--- config.mk ---
export PLATFORM = sky130hd
export DESIGN_NAME = eqr_cordic
export DESIGN_NICKNAME = d
export VERILOG_FILES = /design/src/hdl/equirect_reprojection_assert.svh /design/src/hdl/eqr_pkg.sv /design/src/hdl/eqr_cordic.sv
export SDC_FILE = /design/constraint.sdc
export NUM_CORES = 2
export LEC_CHECK = 0
export BUFFER_PORTS_ARGS = -buffer_cell sky130_fd_sc_hd__buf_2
export CAP_MARGIN = 20
export CORE_UTILIZATION = 65
export CTS_CLUSTER_DIAMETER = 50
export CTS_CLUSTER_SIZE = 24
export DETAILED_ROUTE_END_ITERATION = 12
export GPL_TIMING_DRIVEN = 0
export PLACE_DENSITY = 0.83
export RECOVER_POWER = 50
export SYNTH_ARGS = -nofsm -noshare
export SYNTH_HDL_FRONTEND = slang
export SYNTH_SLANG_ARGS = --single-unit
--- constraint.sdc ---
create_clock -name clk -period 7.25 [get_ports clk]
set_input_delay 0.725 -clock clk [delete_from_list [all_inputs] [get_ports clk]]
set_output_delay 0.725 -clock clk [all_outputs]
set_load 0.005 [all_outputs]
--- src/hdl/equirect_reprojection_assert.svh ---
// ----------------------------------------------------------------------------
// equirect_reprojection_assert.svh
// Assertion macros used by the equirect_reprojection module.
// ----------------------------------------------------------------------------
`ifndef EQUIRECT_REPROJECTION_ASSERT_SVH
`define EQUIRECT_REPROJECTION_ASSERT_SVH

// same-cycle implication, clocked on clk, off during rst
`define EQR_ASSERT_NOW(lbl, ante, cons, msg) \
  lbl: assert property (@(posedge clk) disable iff (rst) (ante) |-> (cons)) else $error(msg);

// next-cycle implication
`define EQR_ASSERT_NEXT(lbl, ante, cons, msg) \
  lbl: assert property (@(posedge clk) disable iff (rst) (ante) |=> (cons)) else $error(msg);

`endif

--- src/hdl/eqr_pkg.sv ---
// ----------------------------------------------------------------------------
// eqr_pkg
// Shared types, constants and the arctangent table of the reprojection block.
// ----------------------------------------------------------------------------
package eqr_pkg;

  localparam int CORDIC_STAGES = 16;
  localparam int SCREEN_BITS   = 12;

  localparam int VEC_W = 34;
  localparam int ANG_W = 17;

  localparam int ANG_PI      = 25736;
  localparam int ANG_HALF_PI = 12868;
  localparam int INV_GAIN    = 19899;

  localparam int DIV_SHIFT = 46;
  localparam longint COL_DIV = 51472;
  localparam longint ROW_DIV = 25736;
  localparam logic [31:0] COL_RECIP = 32'((64'd1 << DIV_SHIFT) / 64'd51472);
  localparam logic [31:0] ROW_RECIP = 32'((64'd1 << DIV_SHIFT) / 64'd25736);

  localparam logic [2:0] REG_COS_PITCH    = 3'd0;
  localparam logic [2:0] REG_SIN_PITCH    = 3'd1;
  localparam logic [2:0] REG_FOCAL_LENGTH = 3'd2;
  localparam logic [2:0] REG_PRINC_COL    = 3'd3;
  localparam logic [2:0] REG_PRINC_ROW    = 3'd4;
  localparam logic [2:0] REG_PANO_WIDTH   = 3'd5;
  localparam logic [2:0] REG_PANO_HEIGHT  = 3'd6;

  typedef logic signed [VEC_W-1:0] vec_t;
  typedef logic signed [ANG_W-1:0] ang_t;

  typedef struct packed {
    logic valid;
    vec_t x;
    vec_t y;
    vec_t side;
  } cordic_in_t;

  typedef struct packed {
    logic valid;
    vec_t mag;
    ang_t ang;
    vec_t side;
  } cordic_out_t;

  // round(atan(2^-i) * 8192)
  function automatic ang_t atan_lut(input logic [4:0] idx);
    ang_t r;
    unique case (idx)
      5'd0:    r = 17'sd6434;
      5'd1:    r = 17'sd3798;
      5'd2:    r = 17'sd2007;
      5'd3:    r = 17'sd1019;
      5'd4:    r = 17'sd511;
      5'd5:    r = 17'sd256;
      5'd6:    r = 17'sd128;
      5'd7:    r = 17'sd64;
      5'd8:    r = 17'sd32;
      5'd9:    r = 17'sd16;
      5'd10:   r = 17'sd8;
      5'd11:   r = 17'sd4;
      5'd12:   r = 17'sd2;
      5'd13:   r = 17'sd1;
      default: r = 17'sd0;
    endcase
    return r;
  endfunction

endpackage

--- src/hdl/eqr_cordic.sv ---
// ----------------------------------------------------------------------------
// eqr_cordic
// Pipelined vectoring CORDIC: atan2(y, x) and scaled magnitude, one stage
// per iteration plus a quadrant pre-rotation stage. Side data rides along.
// ----------------------------------------------------------------------------
module eqr_cordic (
  input  logic                 clk,
  input  logic                 rst,
  input  logic                 en,
  input  eqr_pkg::cordic_in_t  din,
  output eqr_pkg::cordic_out_t dout
);

  localparam int N = eqr_pkg::CORDIC_STAGES;

  logic                v   [0:N];
  logic                zro [0:N];
  eqr_pkg::vec_t       xs  [0:N];
  eqr_pkg::vec_t       ys  [0:N];
  eqr_pkg::ang_t       zs  [0:N];
  eqr_pkg::vec_t       sd  [0:N];

  // pre-rotation into the right half plane
  always_ff @(posedge clk) begin
    if (rst) begin
      v[0] <= 1'b0;
    end else if (en) begin
      v[0] <= din.valid;
    end
    if (en) begin
      zro[0] <= (din.x == '0) && (din.y == '0);
      sd[0]  <= din.side;
      if (din.x[eqr_pkg::VEC_W-1]) begin
        if (!din.y[eqr_pkg::VEC_W-1]) begin
          xs[0] <= din.y;
          ys[0] <= -din.x;
          zs[0] <= eqr_pkg::ANG_W'(eqr_pkg::ANG_HALF_PI);
        end else begin
          xs[0] <= -din.y;
          ys[0] <= din.x;
          zs[0] <= -eqr_pkg::ANG_W'(eqr_pkg::ANG_HALF_PI);
        end
      end else begin
        xs[0] <= din.x;
        ys[0] <= din.y;
        zs[0] <= '0;
      end
    end
  end

  for (genvar i = 0; i < N; i++) begin : g_stage
    always_ff @(posedge clk) begin
      if (rst) begin
        v[i+1] <= 1'b0;
      end else if (en) begin
        v[i+1] <= v[i];
      end
      if (en) begin
        zro[i+1] <= zro[i];
        sd[i+1]  <= sd[i];
        if (!ys[i][eqr_pkg::VEC_W-1]) begin
          xs[i+1] <= xs[i] + (ys[i] >>> i);
          ys[i+1] <= ys[i] - (xs[i] >>> i);
          zs[i+1] <= zs[i] + eqr_pkg::atan_lut(5'(i));
        end else begin
          xs[i+1] <= xs[i] - (ys[i] >>> i);
          ys[i+1] <= ys[i] + (xs[i] >>> i);
          zs[i+1] <= zs[i] - eqr_pkg::atan_lut(5'(i));
        end
      end
    end
  end

  assign dout.valid = v[N];
  assign dout.mag   = xs[N];
  assign dout.ang   = zro[N] ? '0 : zs[N];
  assign dout.side  = sd[N];

endmodule

* After elaboration in Yosys (flattened, before gate mapping) *
Memories as Yosys holds them, arrays and structs flattened.
Cells that the tools add are included.

storage, ports and cells
  register bits after elaboration = 0
  RAM bits = 2057
  output and inout port bits = 86
  memories kept = 6
  bits of input ports = 106
  word-level logic and storage cells = 358

operators by class
  reductions and logical operators = 3
  $add $sub $neg = 93
  bitwise logic cells = 71
  mux-type cells = 185

memories
  memory  depth  width  read ports  clocked after memory_dff  write ports  line              source
  sd      17     34     17          0                         17           eqr_cordic.sv:21  eqr_pkg::vec_t sd [0:N];
  xs      17     34     17          0                         17           eqr_cordic.sv:18  eqr_pkg::vec_t xs [0:N];
  ys      17     34     16          0                         17           eqr_cordic.sv:19  eqr_pkg::vec_t ys [0:N];
  zs      17     17     17          0                         17           eqr_cordic.sv:20  eqr_pkg::ang_t zs [0:N];
  v       17     1      17          0                         17           eqr_cordic.sv:16  logic v [0:N];
  zro     17     1      17          0                         17           eqr_cordic.sv:17  logic zro [0:N];

operators by type and width
  operator                      count
  2-to-1 mux 34 bit             36
  2-to-1 mux 17 bit             19
  2-to-1 mux 1 bit              130
  bitwise OR 1 bit              71
  adder 34 x 19 -> 34 bit       2
  adder 34 x 20 -> 34 bit       2
  adder 34 x 21 -> 34 bit       2
  adder 34 x 22 -> 34 bit       2
  adder 34 x 23 -> 34 bit       2
  adder 34 x 24 -> 34 bit       2
  adder 34 x 25 -> 34 bit       2
  adder 34 x 26 -> 34 bit       2
  adder 34 x 27 -> 34 bit       2
  adder 34 x 28 -> 34 bit       2
  adder 34 x 29 -> 34 bit       2
  adder 34 x 30 -> 34 bit       2
  adder 34 x 31 -> 34 bit       2
  adder 34 x 32 -> 34 bit       2
  adder 34 x 33 -> 34 bit       2
  zero test 34 bit              2
  negation 34 bit               2
  subtractor 34 x 19 -> 34 bit  2
  subtractor 34 x 20 -> 34 bit  2
  subtractor 34 x 21 -> 34 bit  2
  41 further kinds              56

* Longest topological paths before layout *
  word-level depth = 6
  mapped depth = 22
  gate-level depth less buffers = 22

* Worst setup path after synthesis *
OpenSTA, ideal clock, no wires.

  path type = register to register
  start = mem ys[11][16] (netlist name)
  end = mem xs[12][31] (netlist name) (data pin)
  cell stages (with the launch flop) = 20
  library setup time = 0.265 ns
  buffers on the path = 1
  data required time = 6.985 ns
  arrival = 5.009 ns
  clock period less this slack = 5.274 ns
  path slack = 1.976 ns
  cells stage by stage = edfxtp_1 > or3_1 > or3b_2 > or2_2 > or4_1 > or2_2 > o21ai_0 > xor2_1 > ha_1 > clkbuf_1 > a21o_1 > a21o_1 > nor3b_1 > o211ai_1 > a31oi_1 > a221oi_1 > a211o_1 > a221oi_1 > o21ai_0 > xor2_1

RTL lines
  element             line
  start: declaration  eqr_cordic.sv:19
  end: declaration    eqr_cordic.sv:18

==> flow_summary.ini <==
[outcome]
status = finished, violations left
violations = max-capacitance violations, max-slew violations

[floorplanning]
rows = 167
die_h_um = 458.5
ios = 192
die_w_um = 458.5
fp.dieArea_um2 = 210200
start_util_pct = 65.40
core_um2 = 207100

[synthesis]
synth_compound_area_share_pct = 17.97
ys_types = 94
async_flop_share_pct = 0
synth_area_um2 = 135400
synthAdderAreaFrac_pct = 12.22
ys_dominant_reg_cell = edfxtp_1
synth_enable_flop_cells = 1975
syn-mean-instance-area_um2 = 10.37
synth-simple-area-share_pct = 11.36
synth-xor-area-share_pct = 11.71
synth_top_area_cell = edfxtp_1
synth_seq_cells = 1975
ys_seq_area_share_pct = 43.79
synth_top_family_by_area = compound AO/OA/AOI/OAI gates
synth_nets = 14470
syn_inst = 13060
synth_top_cell_area_share_pct = 43.79
muxShareOfSynthArea_pct = 0.4998
synthTopCellsByArea = edfxtp_1 44%, ha_1 12%, xnor2_1 7.6%
yosysWarnings = 0

[timing]
setup_violations = 0
worst_clock_skew_ns = 0.02961
finalHoldViolCount = 0
finalMaxSlewViolations = 857
finalWorstSetupSlack_ns = 0.3373
relSlewSlack_pct = -161.7
post-route-period-util_pct = 95.35
worstMarginPinSlew_ns = 3.925
finalCriticalPeriod_ns = 6.913
fmax_mhz = 144.7
rsz0062_at_grt = no

[grt]
grt_max_degree = 151
antenna_found_initial = 9
gr-total-overflow = 0
grt_pass1_vias = 99570
grt_usage_pct = 33.54
grt_pass1_wl_um = 556500

[routing]
wl_met1_um = 152700
wl_met2_um = 166400
vias_per_cell = 6.413
wl_met3_um = 30250
vias = 105300
maxUsedRoutingLayer = met4
remaining_drc_errors = 0
antenna_left = 0
routed_wl_um = 363000
drt_iter0_drc = 10890
dr.pass1.iters = 6
wl_per_cell_um = 22.10

[min_path]
whs_path_depth = 1
hold_path_class = input port to flop
min_from = din[22]
min_to = sd[0][22]

[cells_and_area]
fin_cells = 16430
layout_commonest_cell = edfxtp_1
area_growth_pct = 8.645
post-route-cell-area_um2 = 147100
layout_common_cells = 1975 x edfxtp_1, 1284 x a21oi_1, 1254 x ha_1
drive_gt1_share_pct = 4.634
nets = 14880

[setup_path]
r2r-start = ys[1][33]
crit_arrival_ns = 7.52
crit_fanout = 150
start_kind = input port
setup.worst_path.class = input port to flop
end_kind = flop
cpPeakStageDelay_ns = 0.76
cpMaxStageDelayCell = o21ai_0
critPathRequiredTime_ns = 7.85
timing.rr.end = xs[2][33]
path_buf_inv = 4
r2r_cells = 17
critical-path-top-delay-family = compound AO/OA/AOI/OAI gates
r2r_slack_ns = 1.05
crit_top_cell = o21ai_0
crit_path_cell_trace = buf_12 -> buf_16 -> clkbuf_2 -> buf_4 -> nand2_1 -> mux2i_1 -> ha_1 -> nor2b_1 -> o21ai_0 -> a21boi_0 -> o41ai_1 -> o21ai_0 -> o21ai_0 -> o211ai_1 -> nand2_1 -> o21ai_0 -> a211oi_1 -> xnor2_1

[placed_design]
post-place-ws_ns = -1.504
place_congestion = 0.9907
port-buffer-count = 188
place_area_um2 = 140500
dp.cells = 16060
place_hpwl_um = 281600

[job]
drv_cap = 14

[clocking]
cts_tree = built
cts_buffers = 190
root_buffer = clkbuf_16
clock_latency_ns = 0.86
clk_path_buf_depth = 3
h-tree-depth = 4
clk_pin_slew_ns = 0.09
cts_sinks = 1975
[Yosys cell counts, types with 28 or more instances]
cell type / instances
a211o_1: 30
a211oi_1: 84
a21boi_0: 55
a21o_1: 506
a21oi_1: 1284
a31o_2: 28
a31oi_1: 90
and2_1: 81
and3_1: 96
clkbuf_1: 235
edfxtp_1: 1975
fa_1: 43
ha_1: 1254
inv_1: 601
mux2i_1: 44
nand2_1: 726
nand2b_1: 193
nand3_1: 178
nand4_1: 82
nor2_1: 976
nor2b_1: 184
nor3_1: 261
nor4_1: 94
o211ai_1: 55
o21a_1: 194
o21ai_0: 805
o21bai_1: 166
o31a_1: 28
o31ai_1: 166
o41ai_1: 86
or2_2: 42
or3_1: 99
or4_1: 54
xnor2_1: 1180
xor2_1: 630
[worst max path at each step]
stage / startpoint / slack [ns] / cells past startpoint / end
after floorplan: ys[11][16] / 1.98 / 19 / xs[12][31]
after global placement: en / -11.67 / 16 / xs[14][32]
after detailed placement: en / -1.50 / 21 / xs[13][33]
after CTS: en / 0.46 / 20 / xs[6][32]
after global routing: en / 0.08 / 18 / xs[16][33]
final: en / 0.34 / 18 / xs[16][33]
[flip-flops by register name (all words and copies together), names as in the netlist]
name / count
v: 17
xs: 577
ys: 529
zro: 17
zs: 257
sd: 578
[worst register-to-register path, delay by kind of cell (launching register included)]
family | cells | cell delay, ns
and+or+nand+nor | 5 | 0.71
DFF | 1 | 0.49
xor gates and xnor gates | 2 | 0.49
adders and majority gates | 1 | 0.20
buffers and inverters | 2 | 1.55
AOI/OAI and AO/OA | 7 | 2.57
[per-layer routing]
| metal | track usage (%) | up-vias |
|---|---|---|
| li1 | - | 49330 |
| met1 | 46.50 | 50610 |
| met2 | 53.82 | 4600 |
| met3 | 4.800 | 792 |
| met4 | 11.89 | 0 |
| met5 | 0 | - |
[what timing repair did]
action                                 4_1_cts  5_1_grt
endpoints found under the hold margin        5        0
resized for setup                            4        0
hold buffers                                 5        0
setup endpoints to repair                   80        1
gates cloned                                 0        1
buffers inserted                             0        0
[cells by family (layout without fill, tap and decap cells)]
kind of cell / after synthesis / after routing
DFF: 1975 / 1975
xor gates and xnor gates: 1810 / 1810
and+or+nand+nor: 3179 / 3179
adders and majority gates: 1297 / 1297
AOI/OAI and AO/OA: 3858 / 3858
muxes: 65 / 65
other: 1 / 2
buffers and inverters: 877 / 1452
[per-stage QoR]
stage | TNS [ns] | util (%) | hold WS, ns
floorplan | 0 | - | 0.4003
global placement | - | 67.54 | 0.4004
detailed placement | -211.34 | 67.86 | 0.4045
CTS | 0 | 71.19 | 0.0006116
global route | 0 | 71.06 | 0.01342
finish | 0 | 71.06 | 0.05240
[layout make-up]
| class | instances | area, um2 |
|---|---|---|
| Antenna cell | 1 | 2.502 |
| Buffer | 262 | 1020 |
| Clock buffer | 197 | 4845 |
| Clock inverter | 157 | 2016 |
| Fill cell | 15070 | 59940 |
| Inverter | 612 | 2297 |
| Multi-Input combinational cell | 10210 | 72800 |
| Sequential cell | 1975 | 59310 |
| Tap cell | 2788 | 3488 |
| Timing Repair Buffer | 224 | 1354 |
Power is left out: the tool's default activity adds up to more than one toggle a clock period on the data nets, which glitch-free logic cannot reach.
